<file path="src/sv/mhbp_pkg.sv">
// Shared types and constants of the message header byte parser.
package mhbp_pkg;

    // Payload counter width setting; the count saturates at 2^min(LEN_BITS,16) - 1.
    localparam int LEN_BITS = 16;
    localparam logic [15:0] PAY_LIMIT = (LEN_BITS >= 16) ? 16'hFFFF
                                       : 16'((32'd1 << LEN_BITS) - 32'd1);

    localparam int MIN_MSG_BYTES = 2;
    localparam logic [3:0] ID_STEPS_MAX = 4'd10;

    localparam int QDEPTH = 4;
    localparam int QPTR_W = $clog2(QDEPTH);
    localparam int QCNT_W = $clog2(QDEPTH + 1);

    localparam logic [1:0] KIND_ROUTE   = 2'd0;
    localparam logic [1:0] KIND_PAYLOAD = 2'd1;
    localparam logic [1:0] KIND_SUMMARY = 2'd2;

    localparam logic [2:0] ST_OK         = 3'd0;
    localparam logic [2:0] ST_TOO_SHORT  = 3'd1;
    localparam logic [2:0] ST_BAD_TYPE   = 3'd2;
    localparam logic [2:0] ST_COMPRESSED = 3'd3;
    localparam logic [2:0] ST_OVERRUN    = 3'd4;
    localparam logic [2:0] ST_NO_BODY    = 3'd5;

    localparam logic [2:0] TYPE_REQUEST  = 3'd0;
    localparam logic [2:0] TYPE_NOTIFY   = 3'd1;
    localparam logic [2:0] TYPE_RESPONSE = 3'd2;
    localparam logic [2:0] TYPE_PUSH     = 3'd3;

    typedef enum logic [2:0] {
        PH_FLAG,
        PH_ID,
        PH_RLEN,
        PH_ROUTE,
        PH_PAYLOAD,
        PH_ERR
    } t_phase;

    typedef struct packed {
        logic [1:0]  kind;
        logic [7:0]  byte_value;
        logic [2:0]  msg_type;
        logic [63:0] msg_id;
        logic        route_compressed;
        logic [7:0]  route_length;
        logic [15:0] payload_length;
        logic [2:0]  status;
        logic        last_result;
    } t_result;

    // Results one accepted byte produces: a forwarded byte and/or a summary.
    typedef struct packed {
        logic    byte_vld;
        t_result byte_res;
        logic    sum_vld;
        t_result sum_res;
    } t_core_out;

    typedef struct packed {
        logic              room;
        logic [QCNT_W-1:0] count;
    } t_q_stat;

endpackage

</file>
<file path="src/sv/mhbp_in_if.sv">
// Input channel: one message byte per item with its end-of-message flag.
interface mhbp_in_if;
    logic       valid;
    logic       ready;
    logic [7:0] data_byte;
    logic       end_of_message;

    modport source (output valid, output data_byte, output end_of_message, input ready);
    modport sink   (input valid, input data_byte, input end_of_message, output ready);
endinterface

</file>
<file path="src/sv/mhbp_out_if.sv">
// Output channel: forwarded route/payload bytes and end-of-message summaries.
interface mhbp_out_if;
    logic        valid;
    logic        ready;
    logic [1:0]  kind;
    logic [7:0]  byte_value;
    logic [2:0]  msg_type;
    logic [63:0] msg_id;
    logic        route_compressed;
    logic [7:0]  route_length;
    logic [15:0] payload_length;
    logic [2:0]  status;
    logic        last_result;

    modport source (
        output valid, output kind, output byte_value, output msg_type, output msg_id,
        output route_compressed, output route_length, output payload_length,
        output status, output last_result, input ready
    );
    modport sink (
        input valid, input kind, input byte_value, input msg_type, input msg_id,
        input route_compressed, input route_length, input payload_length,
        input status, input last_result, output ready
    );
endinterface

</file>
<file path="src/sv/message_header_byte_parser.sv">
// Message header byte parser: one byte of a message per input item, with the
// end-of-message flag on the last byte. Route and payload bytes come out as
// byte results as they arrive, and the last byte also yields a summary with
// type, id, route length, payload count and status. An accepted byte is held in
// the input register until the queue has room; then the parser state advances
// and its results enter a four-entry result queue, which drives the output. A
// new byte is accepted every cycle while the queue has room for two results; a
// byte that gives a forwarded byte and a summary puts two results in the queue,
// which hands out one at a time, so the output port sets the sustained rate on
// such bytes.
module message_header_byte_parser (
    input  logic        i_clk,
    input  logic        i_rst_n,
    mhbp_in_if.sink     i_in,
    mhbp_out_if.source  o_out
);
    import mhbp_pkg::*;

    logic       r_in_vld;
    logic [7:0] r_in_byte;
    logic       r_in_last;

    logic       step;
    t_core_out  core_res;
    t_q_stat    q_stat;

    assign step       = r_in_vld && q_stat.room;
    assign i_in.ready = !r_in_vld || step;

    always_ff @(posedge i_clk) begin
        if (!i_rst_n) begin
            r_in_vld <= 1'b0;
        end else if (i_in.ready) begin
            r_in_vld <= i_in.valid;
        end
    end

    always_ff @(posedge i_clk) begin
        if (i_in.ready && i_in.valid) begin
            r_in_byte <= i_in.data_byte;
            r_in_last <= i_in.end_of_message;
        end
    end

    mhbp_core u_core (
        .i_clk   (i_clk),
        .i_rst_n (i_rst_n),
        .i_step  (step),
        .i_byte  (r_in_byte),
        .i_last  (r_in_last),
        .o_res   (core_res)
    );

    mhbp_res_queue u_queue (
        .i_clk   (i_clk),
        .i_rst_n (i_rst_n),
        .i_push  (step),
        .i_res   (core_res),
        .o_stat  (q_stat),
        .o_out   (o_out)
    );

`ifndef SYNTHESIS
    a_q_bound: assert property (@(posedge i_clk) disable iff (!i_rst_n)
        q_stat.count <= QCNT_W'(QDEPTH))
        else $error("result queue count beyond depth");

    a_sum_on_last: assert property (@(posedge i_clk) disable iff (!i_rst_n)
        step |-> (core_res.sum_vld == r_in_last))
        else $error("summary not tied to the last byte of a message");

    a_out_after_last: assert property (@(posedge i_clk) disable iff (!i_rst_n)
        (step && r_in_last) |=> o_out.valid)
        else $error("no result pending after a message end");
`endif

endmodule

</file>
<file path="src/sv/mhbp_core.sv">
// Parser state machine: decodes one byte per step and forms its results.
module mhbp_core (
    input  logic                  i_clk,
    input  logic                  i_rst_n,
    input  logic                  i_step,
    input  logic [7:0]            i_byte,
    input  logic                  i_last,
    output mhbp_pkg::t_core_out   o_res
);
    import mhbp_pkg::*;

    t_phase      r_phase, n_phase;
    logic [3:0]  r_flags, n_flags;
    logic [63:0] r_id, n_id;
    logic [3:0]  r_id_step, n_id_step;
    logic [7:0]  r_rt_total, n_rt_total;
    logic [7:0]  r_rt_rem, n_rt_rem;
    logic [15:0] r_pay_cnt, n_pay_cnt;
    logic [2:0]  r_err, n_err;

    logic [2:0]  cur_type;
    logic [6:0]  id_shift;
    logic [63:0] id_part;
    logic [7:0]  rem_dec;
    logic        has_id;
    logic        routable;

    always_ff @(posedge i_clk) begin
        if (!i_rst_n) begin
            r_phase    <= PH_FLAG;
            r_flags    <= '0;
            r_id       <= '0;
            r_id_step  <= '0;
            r_rt_total <= '0;
            r_rt_rem   <= '0;
            r_pay_cnt  <= '0;
            r_err      <= '0;
        end else if (i_step) begin
            r_phase    <= n_phase;
            r_flags    <= n_flags;
            r_id       <= n_id;
            r_id_step  <= n_id_step;
            r_rt_total <= n_rt_total;
            r_rt_rem   <= n_rt_rem;
            r_pay_cnt  <= n_pay_cnt;
            r_err      <= n_err;
        end
    end

    assign id_shift = 7'({3'd0, r_id_step} * 7'd7);
    assign id_part  = {57'd0, i_byte[6:0]} << id_shift;
    assign rem_dec  = r_rt_rem - 8'd1;

    always_comb begin
        n_phase    = r_phase;
        n_flags    = r_flags;
        n_id       = r_id;
        n_id_step  = r_id_step;
        n_rt_total = r_rt_total;
        n_rt_rem   = r_rt_rem;
        n_pay_cnt  = r_pay_cnt;
        n_err      = r_err;
        o_res      = '0;

        case (r_phase)
            PH_FLAG: begin
                n_flags    = i_byte[3:0];
                n_id       = '0;
                n_id_step  = '0;
                n_rt_total = '0;
                n_rt_rem   = '0;
                n_pay_cnt  = '0;
                n_err      = ST_OK;
                if (i_last) begin
                    n_err = ST_TOO_SHORT;
                end else if (i_byte[3]) begin
                    n_err   = ST_BAD_TYPE;
                    n_phase = PH_ERR;
                end else if (i_byte[3:1] == TYPE_REQUEST || i_byte[3:1] == TYPE_RESPONSE) begin
                    n_phase = PH_ID;
                end else if (i_byte[0]) begin
                    n_err   = ST_COMPRESSED;
                    n_phase = PH_ERR;
                end else begin
                    n_phase = PH_RLEN;
                end
            end
            PH_ID: begin
                // Bits of earlier groups lie below the shift, so OR adds them.
                if (r_id_step < ID_STEPS_MAX) begin
                    n_id      = r_id | id_part;
                    n_id_step = r_id_step + 4'd1;
                end
                if (i_last) begin
                    n_err = ST_NO_BODY;
                end else if (!i_byte[7]) begin
                    if (r_flags[3:1] == TYPE_RESPONSE) begin
                        n_phase = PH_PAYLOAD;
                    end else if (r_flags[0]) begin
                        n_err   = ST_COMPRESSED;
                        n_phase = PH_ERR;
                    end else begin
                        n_phase = PH_RLEN;
                    end
                end
            end
            PH_RLEN: begin
                n_rt_total = i_byte;
                n_rt_rem   = i_byte;
                if (i_last) begin
                    n_err = (i_byte != 8'd0) ? ST_OVERRUN : ST_OK;
                end else begin
                    n_phase = (i_byte != 8'd0) ? PH_ROUTE : PH_PAYLOAD;
                end
            end
            PH_ROUTE: begin
                o_res.byte_vld            = 1'b1;
                o_res.byte_res.kind       = KIND_ROUTE;
                o_res.byte_res.byte_value = i_byte;
                n_rt_rem = rem_dec;
                if (i_last) begin
                    n_err = (rem_dec != 8'd0) ? ST_OVERRUN : ST_OK;
                end else if (rem_dec == 8'd0) begin
                    n_phase = PH_PAYLOAD;
                end
            end
            PH_PAYLOAD: begin
                o_res.byte_vld            = 1'b1;
                o_res.byte_res.kind       = KIND_PAYLOAD;
                o_res.byte_res.byte_value = i_byte;
                if (r_pay_cnt < PAY_LIMIT) begin
                    n_pay_cnt = r_pay_cnt + 16'd1;
                end
            end
            default: begin
                n_phase = PH_ERR;
            end
        endcase

        cur_type = n_flags[3:1];
        has_id   = (cur_type == TYPE_REQUEST) || (cur_type == TYPE_RESPONSE);
        routable = (cur_type == TYPE_REQUEST) || (cur_type == TYPE_NOTIFY)
                   || (cur_type == TYPE_PUSH);

        o_res.byte_res.last_result = !i_last;

        if (i_last) begin
            o_res.sum_vld                  = 1'b1;
            o_res.sum_res.kind             = KIND_SUMMARY;
            o_res.sum_res.msg_type         = cur_type;
            o_res.sum_res.msg_id           = has_id ? n_id : 64'd0;
            o_res.sum_res.route_compressed = routable & n_flags[0];
            o_res.sum_res.route_length     = n_rt_total;
            o_res.sum_res.payload_length   = n_pay_cnt;
            o_res.sum_res.status           = n_err;
            o_res.sum_res.last_result      = 1'b1;
            n_phase = PH_FLAG;
        end
    end

endmodule

</file>
<file path="src/sv/mhbp_res_queue.sv">
// Small result queue that takes up to two results a cycle and hands out one.
module mhbp_res_queue (
    input  logic                 i_clk,
    input  logic                 i_rst_n,
    input  logic                 i_push,
    input  mhbp_pkg::t_core_out  i_res,
    output mhbp_pkg::t_q_stat    o_stat,
    mhbp_out_if.source           o_out
);
    import mhbp_pkg::*;

    t_result r_mem [QDEPTH];
    logic [QPTR_W-1:0] r_wr_ptr, n_wr_ptr;
    logic [QPTR_W-1:0] r_rd_ptr, n_rd_ptr;
    logic [QCNT_W-1:0] r_count, n_count;

    logic        wr0, wr1;
    t_result     ent0;
    logic [QCNT_W-1:0] n_in;
    logic        pop;
    t_result     head;

    // The summary goes first when there is no forwarded byte.
    assign ent0 = i_res.byte_vld ? i_res.byte_res : i_res.sum_res;
    assign wr0  = i_push && (i_res.byte_vld || i_res.sum_vld);
    assign wr1  = i_push && i_res.byte_vld && i_res.sum_vld;
    assign n_in = QCNT_W'({1'b0, wr0}) + QCNT_W'({1'b0, wr1});
    assign pop  = o_out.valid && o_out.ready;

    always_comb begin
        n_wr_ptr = r_wr_ptr + QPTR_W'(n_in);
        n_rd_ptr = r_rd_ptr + QPTR_W'(pop);
        n_count  = r_count + n_in - QCNT_W'(pop);
    end

    always_ff @(posedge i_clk) begin
        if (!i_rst_n) begin
            r_wr_ptr <= '0;
            r_rd_ptr <= '0;
            r_count  <= '0;
        end else begin
            r_wr_ptr <= n_wr_ptr;
            r_rd_ptr <= n_rd_ptr;
            r_count  <= n_count;
        end
    end

    always_ff @(posedge i_clk) begin
        if (wr0) begin
            r_mem[r_wr_ptr] <= ent0;
        end
        if (wr1) begin
            r_mem[r_wr_ptr + QPTR_W'(1)] <= i_res.sum_res;
        end
    end

    // Room for the worst case of two results from one byte.
    assign o_stat.room  = (r_count <= QCNT_W'(QDEPTH - 2));
    assign o_stat.count = r_count;

    assign head = r_mem[r_rd_ptr];

    assign o_out.valid            = (r_count != '0);
    assign o_out.kind             = head.kind;
    assign o_out.byte_value       = head.byte_value;
    assign o_out.msg_type         = head.msg_type;
    assign o_out.msg_id           = head.msg_id;
    assign o_out.route_compressed = head.route_compressed;
    assign o_out.route_length     = head.route_length;
    assign o_out.payload_length   = head.payload_length;
    assign o_out.status           = head.status;
    assign o_out.last_result      = head.last_result;

endmodule
</file>
<file path="src/flat_wrapper.sv">
// flat-port wrapper written by rule: the top's interface ports become plain ports
module message_header_byte_parser_flat import mhbp_pkg::*;
  (i_clk, i_rst_n, i_in_valid, i_in_data_byte, i_in_end_of_message, i_in_ready, o_out_valid, o_out_kind, o_out_byte_value, o_out_msg_type, o_out_msg_id, o_out_route_compressed, o_out_route_length, o_out_payload_length, o_out_status, o_out_last_result, o_out_ready);
  mhbp_in_if i_in_i ();
  mhbp_out_if o_out_i ();
  input  logic i_clk;
  input  logic i_rst_n;
  input wire logic [$bits(i_in_i.valid)-1:0] i_in_valid;
  input wire logic [$bits(i_in_i.data_byte)-1:0] i_in_data_byte;
  input wire logic [$bits(i_in_i.end_of_message)-1:0] i_in_end_of_message;
  output wire logic [$bits(i_in_i.ready)-1:0] i_in_ready;
  output wire logic [$bits(o_out_i.valid)-1:0] o_out_valid;
  output wire logic [$bits(o_out_i.kind)-1:0] o_out_kind;
  output wire logic [$bits(o_out_i.byte_value)-1:0] o_out_byte_value;
  output wire logic [$bits(o_out_i.msg_type)-1:0] o_out_msg_type;
  output wire logic [$bits(o_out_i.msg_id)-1:0] o_out_msg_id;
  output wire logic [$bits(o_out_i.route_compressed)-1:0] o_out_route_compressed;
  output wire logic [$bits(o_out_i.route_length)-1:0] o_out_route_length;
  output wire logic [$bits(o_out_i.payload_length)-1:0] o_out_payload_length;
  output wire logic [$bits(o_out_i.status)-1:0] o_out_status;
  output wire logic [$bits(o_out_i.last_result)-1:0] o_out_last_result;
  input wire logic [$bits(o_out_i.ready)-1:0] o_out_ready;
  assign i_in_i.valid = i_in_valid;
  assign i_in_i.data_byte = i_in_data_byte;
  assign i_in_i.end_of_message = i_in_end_of_message;
  assign i_in_ready = i_in_i.ready;
  assign o_out_valid = o_out_i.valid;
  assign o_out_kind = o_out_i.kind;
  assign o_out_byte_value = o_out_i.byte_value;
  assign o_out_msg_type = o_out_i.msg_type;
  assign o_out_msg_id = o_out_i.msg_id;
  assign o_out_route_compressed = o_out_i.route_compressed;
  assign o_out_route_length = o_out_i.route_length;
  assign o_out_payload_length = o_out_i.payload_length;
  assign o_out_status = o_out_i.status;
  assign o_out_last_result = o_out_i.last_result;
  assign o_out_i.ready = o_out_ready;
  message_header_byte_parser u_core (.i_clk(i_clk), .i_rst_n(i_rst_n), .i_in(i_in_i), .o_out(o_out_i));
endmodule
</file>
<file path="config.mk">
export PLATFORM = sky130hd
export DESIGN_NAME = message_header_byte_parser_flat
export DESIGN_NICKNAME = d
export VERILOG_FILES = /design/src/sv/mhbp_pkg.sv /design/src/sv/mhbp_in_if.sv /design/src/sv/mhbp_out_if.sv /design/src/sv/message_header_byte_parser.sv /design/src/sv/mhbp_core.sv /design/src/sv/mhbp_res_queue.sv /design/src/flat_wrapper.sv
export SDC_FILE = /design/constraint.sdc
export NUM_CORES = 1
export LEC_CHECK = 0
export ABC_AREA = 1
export BUFFER_PORTS_ARGS = -buffer_cell sky130_fd_sc_hd__buf_2
export CORE_MARGIN = 2
export CORE_UTILIZATION = 41
export DETAILED_ROUTE_END_ITERATION = 12
export GPL_ROUTABILITY_DRIVEN = 1
export PLACE_DENSITY = 0.61
export SYNTH_ARGS = -nofsm -noshare
export SYNTH_HDL_FRONTEND = slang
export SYNTH_SLANG_ARGS = --single-unit
</file>
<file path="constraint.sdc">
create_clock -name i_clk -period 10.46 [get_ports i_clk]
set_clock_uncertainty 0.05 [all_clocks]
set_input_delay 0.523 -clock i_clk [delete_from_list [all_inputs] [get_ports i_clk]]
set_output_delay 0.523 -clock i_clk [all_outputs]
set_load 0.01 [all_outputs]
</file>
==> flow_summary_export.csv <==
group,metric,value,unit
status,outcome,"complete, no violations",
min_path,whs_path_depth,1,
logic_synthesis,synthFlopType,"edfxtp_1",
logic_synthesis,synth_nets,2605,
die,top_level_ports,121,
power,power_density,224,mW/mm^2
setup_path,critPathKind,"reg2reg",
timing,maxSlewHeadroom,22.5,%
finish,layout-drive-gt1-share,10.2,%
logic_synthesis,synth-edff-count,397,
setup_path,reg2reg_depth,11,
cts,cts_setup_buffers,0,
cts,path_clk_slew,0.07,ns
logic_synthesis,synthXorXnorAreaFrac,0.395,%
place,dp_hpwl,41500,um
finish,final_net_count,2632,
routing,route.detailed.drc,0,
routing,drtIter0Drc,1914,
timing,finalHoldViolCount,0,
logic_synthesis,synth_seq_area_share,61.6,%
logic_synthesis,synth_cells,2579,
finish,seqCellArea,0.0150,mm^2
logic_synthesis,netlist_area,0.0244,mm^2
logic_synthesis,postSynthAreaPerCell,9.45,um^2
finish,fillerInstances,5471,
finish,area_delta_synth_final,12.5,%
finish,antennaDiodeCount,0,
cts,cts_hold_buf,0,
finish,multi_input_area,0.00822,mm^2
cts,post_cts_resized,0,
finish,layout_commonest_cell,"nor2_1",
place,dpl-instance-area,0.0255,mm^2
finish,finalInstanceArea,0.0274,mm^2
timing,clock.fmax,195,MHz
global_route,first_global_vias,18231,
cts,root_buffer,"clkbuf_16",
logic_synthesis,synthMuxAreaShare,0,%
setup_path,crit_path_start_kind,"flip-flop",
die,dieArea,0.0614,mm^2
die,core_area,0.0589,mm^2
logic_synthesis,synth-adder-area-share,0.698,%
cts,htree_levels,2,
timing,drv_slew,0,
power,max-vdd-ir-drop,0.000140,V
setup_path,cp.arrival,5.32,ns
timing,worstMarginPinSlew,1.16,ns
cts,cts_tree,"yes",
timing,period_needed,5.12,ns
timing,tns,0,ns
global_route,grt_use_total,22.3,%
logic_synthesis,synth_compound_area_share,15.5,%
die,rows,89,
global_route,grt_pass1_wl,106000,um
timing,rsz0062_at_grt,"no",
cts,clock-sinks,551,
routing,ant_nets,0,
logic_synthesis,synth_seq_cells,551,
routing,via_count,19052,
cts,cts_inserted_buffers,56,
routing,routed_wl,69200,um
die,initial_utilization,41.4,%
logic_synthesis,synthDistinctLibCells,40,
global_route,grt_max_degree,109,
logic_synthesis,synth_simple_gate_area_share,16.9,%
global_route,antenna_found_initial,0,
global_route,overflow,0,
routing,wl_per_cell,20.2,um
min_path,hold_path.class,"in2reg",
finish,layout_common_cells,"nor2_1 (748), edfxtp_1 (397), o21ai_0 (317), nand2_1 (189), dfxtp_1 (152)",
place,dp_slack,5.40,ns
setup_path,required,10.66,ns
die,die_h,248,um
timing,setup_violations,0,
cts,clockBufferDepth,3,
cts,clk_latency,0.62,ns
routing,via_per_inst,5.56,
logic_synthesis,ys_async_sr_fraction,0,%
setup_path,endpoint_kind,"flip-flop",
place,port_buffers,120,
logic_synthesis,yosysWarnings,0,
timing,setup_slack,5.34,ns
power,power.leakage,9.72,nW
setup_path,cp_max_fo,56,
routing,dr.pass1.iters,6,
logic_synthesis,synth_top_family_by_area,"simple AND/OR/NAND/NOR gates",
job,timing.max_cap.violations,0,
die,chipWidth,248,um
place,place.gp.congestion,0.887,
timing,finalCritPeriodShare,49.0,%
-- worst max-delay path, cell delays in order (launching register included) --
cell     delay, ns
dfxtp_1       0.39
nor2_2        0.43
inv_2         0.13
nor2_4        0.31
nor2_4        0.19
ha_1          0.23
nor2_1        0.18
inv_1         0.12
nor2_1        0.89
inv_1         0.34
nand2_4       0.60
buf_4         0.78
-- Yosys cell counts, types with 2 or more instances --
| cell type | n | area, um^2 |
|---|---|---|
| a31oi_1 | 5 | 31.3 |
| nand3b_1 | 2 | 15.0 |
| nor3_2 | 2 | 20.0 |
| nand2_1 | 194 | 728 |
| xnor2_1 | 3 | 26.3 |
| o21ai_0 | 317 | 1590 |
| o211ai_1 | 40 | 300 |
| clkinv_1 | 2 | 7.51 |
| a21oi_2 | 2 | 17.5 |
| dfxtp_1 | 154 | 3080 |
| xor2_1 | 8 | 70.1 |
| edfxtp_1 | 397 | 11900 |
| nor3_1 | 8 | 40.0 |
| ha_1 | 12 | 150 |
| a21oi_1 | 110 | 551 |
| nand3_1 | 56 | 280 |
| clkbuf_1 | 134 | 503 |
| buf_1 | 11 | 41.3 |
| o22ai_1 | 106 | 663 |
| or2_2 | 2 | 12.5 |
| nor2_1 | 748 | 2810 |
| buf_2 | 32 | 160 |
| nor2_2 | 2 | 12.5 |
| inv_2 | 9 | 33.8 |
| a211oi_1 | 7 | 52.6 |
| inv_1 | 128 | 480 |
| nor2_4 | 5 | 56.3 |
| nand4_1 | 16 | 100 |
| o2111a_1 | 28 | 315 |
| o21bai_1 | 29 | 218 |
-- metal layers --
metal	track usage, %	vias to the layer above	routed length, um
li1	-	8974	-
met4	6.41	0	1640
met1	32.0	9289	31000
met5	0	-	0
met2	35.2	684	31900
met3	3.19	105	4700
-- final timing paths --
kind	from	end	slack, ns
worst min-delay path	i_in_data_byte[2]	u_core.r_in_byte[2]	0.03
worst max register to register	u_core.u_core.r_phase[0]	u_core.u_queue.r_mem[3][19]	5.34
worst min register to register	u_core.u_queue.r_mem[0][99]	u_core.u_queue.r_mem[0][99]	0.42
worst max-delay path	u_core.u_core.r_phase[0]	u_core.u_queue.r_mem[3][19]	5.34
-- state kept, by name (all words and copies together), names as in the netlist, 3 cells and up --
signal / flops
u_core.u_core.r_id: 64
u_core.r_in_byte: 8
u_core.u_queue.r_mem: 424
u_core.u_core.r_id_step: 4
u_core.u_core.r_pay_cnt: 16
u_core.u_core.r_rt_total: 8
u_core.u_core.r_flags: 4
u_core.u_core.r_err: 3
u_core.u_core.r_rt_rem: 8
u_core.u_core.r_phase: 3
u_core.u_queue.r_count: 3
-- stage by stage --
stage,power [mW],util (%),hold slack (ns),cells
after global placement,4.13,43.3,0.403,3321
after detailed placement,4.15,43.3,0.413,3321
final,6.13,46.5,0.0320,3426
after global routing,6.43,46.5,0.00797,3426
after CTS,6.18,46.5,0.00102,3426
after floorplan,3.55,-,0.387,2579
-- cell families after synthesis --
kind of cell	Yosys count
AOI/OAI and AO/OA	649
xor gates and xnor gates	11
adders and majority gates	13
buffers and inverters	316
DFF	551
and+or+nand+nor	1039
-- final cells by class --
type                            instances  area share, %
Sequential cell                       551           54.8
Timing Repair Buffer                  146           2.90
Inverter                              139           1.92
Clock inverter                         11          0.383
Tap cell                              773           3.53
Clock buffer                           94           6.53
Multi-Input combinational cell       1712           30.0
-- power by group --
part,internal [mW],switching [mW],total (mW)
Combinational,0.443,1.10,1.54
Clock,1.17,0.867,2.04
Sequential,2.45,0.102,2.56
Total,4.07,2.07,6.13
(Power assumes the default switching activity.)
